===== config.mk =====
export PLATFORM = sky130hd
export DESIGN_NAME = multilevel_priority_fifo_core
export DESIGN_NICKNAME = d
export VERILOG_FILES = /design/src/mpq_pkg.sv /design/src/mpq_ram.sv /design/src/mpq_ctrl.sv /design/src/multilevel_priority_fifo_core.sv
export SDC_FILE = /design/constraint.sdc
export NUM_CORES = 2
export LEC_CHECK = 0
export BUFFER_PORTS_ARGS = -buffer_cell sky130_fd_sc_hd__buf_4
export CAP_MARGIN = 20
export CORE_ASPECT_RATIO = 0.5
export CORE_UTILIZATION = 30
export DETAILED_ROUTE_END_ITERATION = 10
export PLACE_DENSITY = 0.5
export SETUP_SLACK_MARGIN = 0.5
export SLEW_MARGIN = 20
export SYNTH_ARGS = -nofsm -noshare
export SYNTH_HDL_FRONTEND = slang
export SYNTH_HIERARCHICAL = 1
export SYNTH_SLANG_ARGS = --single-unit

===== constraint.sdc =====
create_clock -name clk -period 6.3 [get_ports clk]
set_input_delay 1.575 -clock clk [delete_from_list [all_inputs] [get_ports clk]]
set_output_delay 1.575 -clock clk [all_outputs]
set_load 0.02 [all_outputs]

===== src/mpq_pkg.sv =====
// shared constants, codes and interface structs for the multilevel priority fifo
// no dependencies; used by mpq_ctrl and multilevel_priority_fifo_core
`default_nettype none
package mpq_pkg;

	// configuration of the queue
	localparam int LEVELS      = 8;
	localparam int LEVEL_DEPTH = 16;
	localparam int HANDLE_BITS = 8;

	// fixed port field widths
	localparam int PRIO_W   = 4;
	localparam int HANDLE_W = 8;
	localparam int CFG_W    = 4;
	localparam int STATUS_W = 2;

	// derived widths
	localparam int LEVEL_W   = $clog2(LEVELS);
	localparam int PTR_W     = $clog2(LEVEL_DEPTH);
	localparam int COUNT_W   = $clog2(LEVEL_DEPTH + 1);
	localparam int STORE_W   = (HANDLE_BITS < HANDLE_W) ? HANDLE_BITS : HANDLE_W;
	localparam int ADDR_W    = LEVEL_W + PTR_W;
	localparam int MEM_DEPTH = LEVELS << PTR_W;

	// reset value of the active level count
	localparam logic [CFG_W-1:0] CFG_RESET = CFG_W'(4);

	typedef enum logic {
		OP_PUSH = 1'b0,
		OP_POP  = 1'b1
	} op_t;

	typedef enum logic [STATUS_W-1:0] {
		ST_OK    = 2'd0,
		ST_FULL  = 2'd1,
		ST_RANGE = 2'd2,
		ST_EMPTY = 2'd3
	} status_t;

	// handle store access from the controller
	typedef struct packed {
		logic               wr_en;
		logic [ADDR_W-1:0]  wr_addr;
		logic [STORE_W-1:0] wr_data;
		logic               rd_en;
		logic [ADDR_W-1:0]  rd_addr;
	} mem_req_t;

	// outcome of one item, handle data follows from the store in the next cycle
	typedef struct packed {
		status_t           status;
		logic [PRIO_W-1:0] level;
		logic              pop_ok;
	} result_t;

endpackage
`default_nettype wire


===== src/mpq_ram.sv =====
// generic single-write, single-read ram with registered read data
// no dependencies
`default_nettype none
module mpq_ram #(
	parameter int WIDTH = 8,
	parameter int DEPTH = 128
) (
	input  wire logic                     clk,
	input  wire logic                     wr_en,
	input  wire logic [$clog2(DEPTH)-1:0] wr_addr,
	input  wire logic [WIDTH-1:0]         wr_data,
	input  wire logic                     rd_en,
	input  wire logic [$clog2(DEPTH)-1:0] rd_addr,
	output logic      [WIDTH-1:0]         rd_data
);

	logic [WIDTH-1:0] mem_q [DEPTH];

	// write port
	always_ff @(posedge clk) begin
		if (wr_en) begin
			mem_q[wr_addr] <= wr_data;
		end
	end

	// read port, data holds until the next read
	always_ff @(posedge clk) begin
		if (rd_en) begin
			rd_data <= mem_q[rd_addr];
		end
	end

endmodule
`default_nettype wire


===== src/mpq_ctrl.sv =====
// per-level head, tail and count registers, push and pop decision, store addressing
// depends on mpq_pkg
`default_nettype none
module mpq_ctrl (
	input  wire logic                          clk,
	input  wire logic                          arst_n,
	input  wire logic                          accept,
	input  wire mpq_pkg::op_t                  op,
	input  wire logic [mpq_pkg::PRIO_W-1:0]    prio,
	input  wire logic [mpq_pkg::HANDLE_W-1:0]  handle,
	input  wire logic [mpq_pkg::CFG_W-1:0]     active,
	output mpq_pkg::mem_req_t                  mem,
	output mpq_pkg::result_t                   res
);

	logic [mpq_pkg::PTR_W-1:0]   head_q  [mpq_pkg::LEVELS];
	logic [mpq_pkg::PTR_W-1:0]   tail_q  [mpq_pkg::LEVELS];
	logic [mpq_pkg::COUNT_W-1:0] count_q [mpq_pkg::LEVELS];

	logic [mpq_pkg::LEVEL_W-1:0] push_lv;
	logic [mpq_pkg::LEVEL_W-1:0] pop_lv;
	logic                        in_range;
	logic                        level_full;
	logic                        found;
	logic                        do_push;
	logic                        do_pop;
	logic                        any_over;

	// wrap-around pointer increment
	function automatic logic [mpq_pkg::PTR_W-1:0] ptr_next(input logic [mpq_pkg::PTR_W-1:0] p);
		return (p == mpq_pkg::PTR_W'(mpq_pkg::LEVEL_DEPTH - 1)) ? '0 : p + 1'b1;
	endfunction

	// lowest-numbered non-empty active level
	always_comb begin
		found  = 1'b0;
		pop_lv = '0;
		for (int i = mpq_pkg::LEVELS - 1; i >= 0; i--) begin
			if (count_q[i] != '0 && mpq_pkg::PRIO_W'(i) < active) begin
				found  = 1'b1;
				pop_lv = mpq_pkg::LEVEL_W'(i);
			end
		end
	end

	// push checks
	always_comb begin
		push_lv    = mpq_pkg::LEVEL_W'(prio - 1'b1);
		in_range   = (prio != '0) && (prio <= active);
		level_full = count_q[push_lv] >= mpq_pkg::COUNT_W'(mpq_pkg::LEVEL_DEPTH);
	end

	// decision and result
	always_comb begin
		do_push    = 1'b0;
		do_pop     = 1'b0;
		res.status = mpq_pkg::ST_OK;
		case (op)
			mpq_pkg::OP_PUSH: begin
				if (!in_range) begin
					res.status = mpq_pkg::ST_RANGE;
				end else if (level_full) begin
					res.status = mpq_pkg::ST_FULL;
				end else begin
					do_push = 1'b1;
				end
			end
			mpq_pkg::OP_POP: begin
				if (found) begin
					do_pop = 1'b1;
				end else begin
					res.status = mpq_pkg::ST_EMPTY;
				end
			end
			default: begin
				res.status = mpq_pkg::ST_EMPTY;
			end
		endcase
		res.pop_ok = do_pop;
		res.level  = do_pop ? mpq_pkg::PRIO_W'(pop_lv) + 1'b1 : '0;
	end

	// store access
	always_comb begin
		mem.wr_en   = accept && do_push;
		mem.wr_addr = {push_lv, tail_q[push_lv]};
		mem.wr_data = handle[mpq_pkg::STORE_W-1:0];
		mem.rd_en   = accept && do_pop;
		mem.rd_addr = {pop_lv, head_q[pop_lv]};
	end

	// pointer and count update
	always_ff @(posedge clk or negedge arst_n) begin
		if (!arst_n) begin
			for (int i = 0; i < mpq_pkg::LEVELS; i++) begin
				head_q[i]  <= '0;
				tail_q[i]  <= '0;
				count_q[i] <= '0;
			end
		end else if (accept) begin
			if (do_push) begin
				tail_q[push_lv]  <= ptr_next(tail_q[push_lv]);
				count_q[push_lv] <= count_q[push_lv] + 1'b1;
			end
			if (do_pop) begin
				head_q[pop_lv]  <= ptr_next(head_q[pop_lv]);
				count_q[pop_lv] <= count_q[pop_lv] - 1'b1;
			end
		end
	end

	// any level above its depth
	always_comb begin
		any_over = 1'b0;
		for (int i = 0; i < mpq_pkg::LEVELS; i++) begin
			if (count_q[i] > mpq_pkg::COUNT_W'(mpq_pkg::LEVEL_DEPTH)) begin
				any_over = 1'b1;
			end
		end
	end

	// checks
	a_count_bound: assert property (@(posedge clk) disable iff (!arst_n) !any_over)
		else $error("level count above depth");
	a_one_access: assert property (@(posedge clk) disable iff (!arst_n)
		!(mem.wr_en && mem.rd_en))
		else $error("store written and read for one item");
	a_pop_nonempty: assert property (@(posedge clk) disable iff (!arst_n)
		mem.rd_en |-> count_q[pop_lv] != '0)
		else $error("pop from an empty level");
	a_push_grows: assert property (@(posedge clk) disable iff (!arst_n)
		mem.wr_en |=> count_q[$past(push_lv)] == $past(count_q[push_lv]) + 1'b1)
		else $error("push did not grow its level");

endmodule
`default_nettype wire


===== src/multilevel_priority_fifo_core.sv =====
// top level of the multilevel priority fifo: stream ports, config register,
// result stage and output register; depends on mpq_pkg, mpq_ctrl, mpq_ram
//
// usage:
//   s_axis carries one request item: tuser = operation (0 push, 1 pop),
//   tdata = priority_req and item_handle. m_axis returns one status item per
//   request, in order. cfg writes levels_in_use (reset 4), values above the
//   level count act as the level count; write it only while the block is idle.
// path: the result stage loads at the accepting edge and the output register
//   loads from it once it is free or being taken, so a result reaches m_axis
//   through the result stage and then the output register.
// throughput: one item per cycle while m_axis_tready holds; the handle store takes
//   at most one access per item and the per-level pointers update in the cycle of acceptance.
// reset: all levels empty, pointers at zero, no result pending; the handle
//   store is not cleared and is only read where a push wrote it.
// stall: a result waiting on m_axis holds; one more result waits in the
//   result stage, after which s_axis_tready drops until m_axis_tready.
`default_nettype none
module multilevel_priority_fifo_core (
	input  wire logic        clk,
	input  wire logic        arst_n,
	input  wire logic        s_axis_tvalid,
	output logic             s_axis_tready,
	input  wire logic [15:0] s_axis_tdata,  // priority_req[3:0], item_handle[11:4], zero
	input  wire logic        s_axis_tuser,  // operation[0]
	output logic             m_axis_tvalid,
	input  wire logic        m_axis_tready,
	output logic      [15:0] m_axis_tdata,  // status[1:0], popped_handle[9:2],
	                                        // popped_level[13:10], zero
	input  wire logic        cfg_valid,
	output logic             cfg_ready,
	input  wire logic [3:0]  cfg_data
);

	logic [mpq_pkg::CFG_W-1:0]   levels_q;
	logic [mpq_pkg::CFG_W-1:0]   active;
	logic                        accept;
	logic                        move;
	mpq_pkg::mem_req_t           mem;
	mpq_pkg::result_t            res;
	logic [mpq_pkg::STORE_W-1:0] rd_data;

	logic                        valid_s1;
	mpq_pkg::result_t            res_s1;

	logic                         m_valid_q;
	logic [mpq_pkg::STATUS_W-1:0] status_q;
	logic [mpq_pkg::HANDLE_W-1:0] handle_q;
	logic [mpq_pkg::PRIO_W-1:0]   level_q;

	// configuration register
	assign cfg_ready = 1'b1;
	always_ff @(posedge clk or negedge arst_n) begin
		if (!arst_n) begin
			levels_q <= mpq_pkg::CFG_RESET;
		end else if (cfg_valid) begin
			levels_q <= cfg_data;
		end
	end
	assign active = (levels_q > mpq_pkg::CFG_W'(mpq_pkg::LEVELS))
		? mpq_pkg::CFG_W'(mpq_pkg::LEVELS) : levels_q;

	// handshake
	assign move          = valid_s1 && (!m_valid_q || m_axis_tready);
	assign s_axis_tready = !valid_s1 || move;
	assign accept        = s_axis_tvalid && s_axis_tready;

	mpq_ctrl u_ctrl (
		.clk    (clk),
		.arst_n (arst_n),
		.accept (accept),
		.op     (mpq_pkg::op_t'(s_axis_tuser)),
		.prio   (s_axis_tdata[3:0]),
		.handle (s_axis_tdata[11:4]),
		.active (active),
		.mem    (mem),
		.res    (res)
	);

	mpq_ram #(
		.WIDTH (mpq_pkg::STORE_W),
		.DEPTH (mpq_pkg::MEM_DEPTH)
	) u_store (
		.clk     (clk),
		.wr_en   (mem.wr_en),
		.wr_addr (mem.wr_addr),
		.wr_data (mem.wr_data),
		.rd_en   (mem.rd_en),
		.rd_addr (mem.rd_addr),
		.rd_data (rd_data)
	);

	// result stage, aligned with the store read data
	always_ff @(posedge clk or negedge arst_n) begin
		if (!arst_n) begin
			valid_s1 <= 1'b0;
		end else if (accept) begin
			valid_s1 <= 1'b1;
		end else if (move) begin
			valid_s1 <= 1'b0;
		end
	end
	always_ff @(posedge clk) begin
		if (accept) begin
			res_s1 <= res;
		end
	end

	// output register
	always_ff @(posedge clk or negedge arst_n) begin
		if (!arst_n) begin
			m_valid_q <= 1'b0;
		end else if (move) begin
			m_valid_q <= 1'b1;
		end else if (m_axis_tready) begin
			m_valid_q <= 1'b0;
		end
	end
	always_ff @(posedge clk) begin
		if (move) begin
			status_q <= res_s1.status;
			level_q  <= res_s1.level;
			handle_q <= res_s1.pop_ok ? mpq_pkg::HANDLE_W'(rd_data) : '0;
		end
	end

	assign m_axis_tvalid = m_valid_q;
	assign m_axis_tdata  = {2'b00, level_q, handle_q, status_q};

endmodule
`default_nettype wire


* Yosys cells after proc, flatten, opt, wreduce, memory -nomap -nowiden
Memories as Yosys holds them, arrays and structs flattened. A register that Yosys moved wholly into a read port is not among the register bits.
Index checks and enable logic that the tools add are counted.
** Storage, ports and cells
- Register bits :: 131
- Memory bits (writable) :: 1024
- Output and inout bits :: 19
- Memories :: 1
** Cells by class
- Add/sub/neg operators :: 6
- Magnitude comparators :: 15
- Equal/unequal tests :: 2
- Muxes and demuxes :: 61
- Bitwise logic cells :: 3
- Reductions and logical operators :: 32
** Memory list
- u_store.mem_q :: depth 128, width 8, rd ports 1, clocked after Yosys merged registers in 1, write ports 1, RTL line mpq_ram.sv:17 : logic [WIDTH-1:0] mem_q [DEPTH];
** Operator list (count)
- 40-bit two-way mux :: 3
- 40-bit bitwise mux :: 2
- 32-bit bitwise mux :: 2
- 5-bit nonzero test :: 8
- 4-bit two-way mux :: 9
- 5-bit binary-select mux with 3-bit select :: 2
- 5-bit demux with 3-bit select :: 2
- 5-bit two-way mux :: 6
- 4-bit binary-select mux with 3-bit select :: 2
- 4-bit demux with 3-bit select :: 2
- 3-bit two-way mux :: 8
- 1-bit two-way mux :: 20
- 3-bit by 4-bit less-than comparator with 1-bit output (first input constant) :: 4
- 1-bit logical AND :: 15
- 4-bit by 1-bit adder with 4-bit output (second input constant) :: 2
- 4-bit equality test (second input constant) :: 2
- 4-bit >= comparator (second input constant) :: 2
- 1-bit by 4-bit less-than comparator with 1-bit output (first input constant) :: 2
- 2-bit by 4-bit less-than comparator with 1-bit output (first input constant) :: 2
- 4-bit by 1-bit less-than comparator with 1-bit output (second input constant) :: 2
- 3-bit NOT with 4-bit output :: 2
- 5-bit by 1-bit adder with 5-bit output (second input constant) :: 1
- 5-bit >= comparator (second input constant) :: 1
- 5-bit by 1-bit subtractor with 5-bit output (second input constant) :: 1
- other kinds (12) :: 17

* Depth between registers and ports, before layout
- Depth in word-level cells :: 19
- Mapped depth :: 17

* Cells and area by module
Netlist, hierarchy kept.
** By module, submodules not included
- mpq_ram :: instances 1, cells each 1635, area each 39745.6 um^2
- mpq_ctrl :: instances 1, cells each 669, area each 6343.6 um^2
- multilevel_priority_fifo_core :: instances 1, cells each 54, area each 968.4 um^2

* Worst setup path after synthesis
No wires, ideal clock.
- Path type :: in2reg
- Start point :: in s_axis_tdata[0]
- End point :: mem u_store.mem_q[102][0] (enable)
- Data arrival time :: 5.282 ns
- Required time :: 5.917 ns
- Setup slack :: 0.635 ns
- Stages on the path :: 14
- Cells stage by stage :: inv_1 clkbuf_1 ha_1 xnor2_1 buf_2 inv_1 clkbuf_1 buf_1 mux4_2 mux2i_1 inv_1 nor2_1 nand4_1 nor3_1
** RTL lines
- start: declaration :: RTL line multilevel_priority_fifo_core.sv:24 : input wire logic [15:0] s_axis_tdata,
- end: declaration :: RTL line mpq_ram.sv:17

==> metrics.txt <==
crit end category=flip-flop; drt drc=0; cell count after synthesis=2,358; Worst Path Buf+Inv=4; delay-heaviest family, CP=multiplexers; CP max-delay cell=mux4_2; peak supply drop=~0.23 mV; Post-Syn Area=0.0471 mm²; DP HPWL=78.6 mm; FILL cells=14,500; CTS Hold Bufs=0; Max Clk Rate=0.176 GHz; TritonCTS clock tree=yes; fin crit share=90.0%; core area=0.155 mm²; final slew viol count=0; critical path class=reg -> reg; Max Cap Viol=0; post-synthesis async set-or-reset flop share=a little under a tenth; Area Overhead vs Synth=17.6%; share of the synthesized area in the top cell type=67.2%; Root Buffer=clkbuf_16; vias in the first global route=24,500; reg2reg setup slack=630 ps; top post-synthesis cells by area=edfxtp_1, mux4_2, dfrtp_1; Die ar.=0.159 mm²; area leader, netlist=edfxtp_1; final wirelength=121 mm; Setup WS post-layout=between 600 and 700 ps; H-tree levels=3; Mapped Avg Cell Area=20.0 µm²; area of the multi-input gates=about 0.012 mm²; synthesis-stage register bit count=1,163; Hold Vio Cnt, Final=0; Die Y=282 µm; RSZ-0062 raised after global routing=no; largest net degree at the start of global routing=86; post-synthesis sequential area ratio=about three quarters; post-layout net count=~2,600; initial DRC count=2,326; Post-synth EDFFs=1,053; CP peak stage delay=between 600 and 700 ps; WP data required=6760 ps; first-pass GRT wire length=177 mm; Initial Utilization=a little under a third; CTS buffer count=115; CTS Sinks=1,163; Final Wtd Congestion=0.844; total negative setup slack=0 ps; initial antenna violation count=3; share of post-route cells with drive strength above 1=between 30% and 40%; Worst EP arrival=6130 ps; Ports=45; Total GRT Usage=~15%; wire length per cell=25.3 µm; worst-skew pair later-pin latency=approximately 730 ps; P_leak=17.7 nW; pre-CTS WS=roughly 360 ps; power per cell area=419 mW/mm²; synth unique cells=between 70 and 80; Clock Skew=33.1 ps; Critical Path Source Type=flip-flop; vias per cell=about 5; max_slew headroom=21.3%; status=completed; Cell Rows=between 100 and 150; final setup violation count=0; register area=0.0344 mm²; Overflow after GRT=0; DIE WIDTH=562 µm; Post-synth top flop=edfxtp_1; min Tclk post-route=5670 ps; Clock Pin Slew Worst Setup and Hold Paths=60 ps; CP Max Fanout=18; Worst Hold Class=reg -> reg; ANT nets after route=0; IO buf count=37; vias=approximately 24,000; Max clock buf depth=3; critical path, cell by cell=nor2b_2 -> nor3_1 -> or2_1 -> or3_1 -> buf_4 -> a31oi_4 -> nor2b_1 -> a2111oi_2 -> a31oi_4 -> buf_12 -> buf_12 -> buf_12 -> mux4_2 -> mux4_2 -> mux4_2 -> mux2_2; Yosys Warn Count=6; first-pass iteration count of the detailed router=5; Worst Tran Pin Value=1180 ps
==> Yosys cell counts (12+ instances only) <==
cell type	instances
and2_1	17
clkbuf_1	61
buf_4	25
o21ai_0	27
edfxtp_1	1053
nand3_1	27
nor2b_1	12
mux4_2	344
buf_1	19
o22ai_1	19
mux2_2	64
dfrtp_1	109
nor2_1	192
buf_2	20
nor3_1	29
nand2_1	84
o21ai_1	13
a21oi_1	66
==> routing by layer <==
metal	up-vias	routed length [µm]	global-route usage (%)
li1	10200	-	-
met1	12900	55800	22.0
met2	670	56400	24.2
met3	144	7180	3.31
met4	0	2060	3.06
met5	-	0	0
==> kinds of logic (layout without fill, tap and decap cells) <==
| family | count (synthesis) | after routing | share of synthesized area [%] |
|---|---|---|---|
| compound gates | 197 | 197 | 2.74 |
| xor+xnor | 9 | 9 | 0.215 |
| fa+ha+maj | 10 | 10 | 0.266 |
| buf+inv | 140 | 491 | 1.39 |
| flops | 1163 | 1163 | 73.0 |
| mux | 421 | 421 | 18.3 |
| other cells | 2 | 5 | 0.0160 |
| simple gates | 416 | 416 | 4.05 |
==> placed cells by master, fill, tap and decap left out, types with 8 or more instances in the layout <==
| cell type | instances |
|---|---|
| a21oi_1 | 63 |
| a31oi_1 | 11 |
| and2_1 | 16 |
| buf_12 | 25 |
| buf_4 | 236 |
| bufinv_16 | 17 |
| clkbuf_1 | 27 |
| clkbuf_16 | 118 |
| clkinv_1 | 23 |
| clkinv_2 | 17 |
| clkinvlp_4 | 9 |
| dfrtp_1 | 109 |
| edfxtp_1 | 1053 |
| ha_1 | 10 |
| inv_1 | 11 |
| mux2_2 | 64 |
| mux2i_1 | 9 |
| mux4_2 | 344 |
| nand2_1 | 84 |
| nand3_1 | 27 |
| nor2_1 | 192 |
| nor2b_1 | 9 |
| nor3_1 | 29 |
| o21a_1 | 8 |
| o21ai_0 | 26 |
| o21ai_1 | 14 |
| o22ai_1 | 19 |
| or2_2 | 8 |
==> flip-flops by register name, indices dropped and copies added (netlist names), 2 cells and up <==
register and flops:
status_q 2, u_ctrl/tail_q 32, u_ctrl/count_q 40, u_store/mem_q 1024, res_s1 7, level_q 4, u_store/rd_data 8, handle_q 8
u_ctrl/head_q 32, levels_q 4
==> what timing repair did <==
item | in CTS | in global routing
setup buffers | 0 | 2
pin swaps | 0 | 1
setup endpoints to repair | 8 | 8
gates resized for setup | 4 | 2
==> final cells by class <==
class	count	area share, %
flip-flops and latches	1163	62.1
multi-input cells	1056	21.9
clock buffers	146	5.55
well taps	2080	4.70
repair buffers	261	4.11
clock inverters	70	1.47
inverters	14	0.0995
diodes	2	0.00905
==> path summary, 6_finish.rpt <==
kind                                              start                            end  cells after the start
worst max register to register  levels_q[3]$_DFFE_PN0P_   u_store/rd_data[4]$_DFFE_PP_                     16
max in group asynchronous                        arst_n  u_ctrl/head_q[27]$_DFFE_PN0P_                      2
worst min-delay path                res_s1[1]$_DFFE_PP_           level_q[0]$_DFFE_PP_                      0
worst max-delay path            levels_q[3]$_DFFE_PN0P_   u_store/rd_data[4]$_DFFE_PP_                     16
worst min register to register      res_s1[1]$_DFFE_PP_           level_q[0]$_DFFE_PP_                      0
min in group asynchronous                        arst_n      m_axis_tvalid$_DFFE_PN0P_                      1
==> power by group <==
| part | total (mW) | internal (mW) | switching [mW] |
|---|---|---|---|
| registers | 9.01 | 8.73 | 0.274 |
| logic | 7.09 | 3.42 | 3.67 |
| clock network | 7.11 | 4.14 | 2.97 |
==> stage by stage <==
step / util (%) / instances / hold slack [ps] / power, mW / instance area (µm²)
final: 35.6 / 4792 / 426 / 23.2 / 55300
after global placement: 33.1 / 4572 / 408 / 16.3 / 51400
after CTS: 35.6 / 4788 / 428 / 23.5 / 55300
after global routing: 35.6 / 4790 / 429 / 24.1 / 55300
after floorplan: - / 2359 / 400 / 13.6 / 47100
after detailed placement: 33.1 / 4572 / 410 / 16.3 / 51400
No activity file was read; power rests on OpenSTA's default activity.
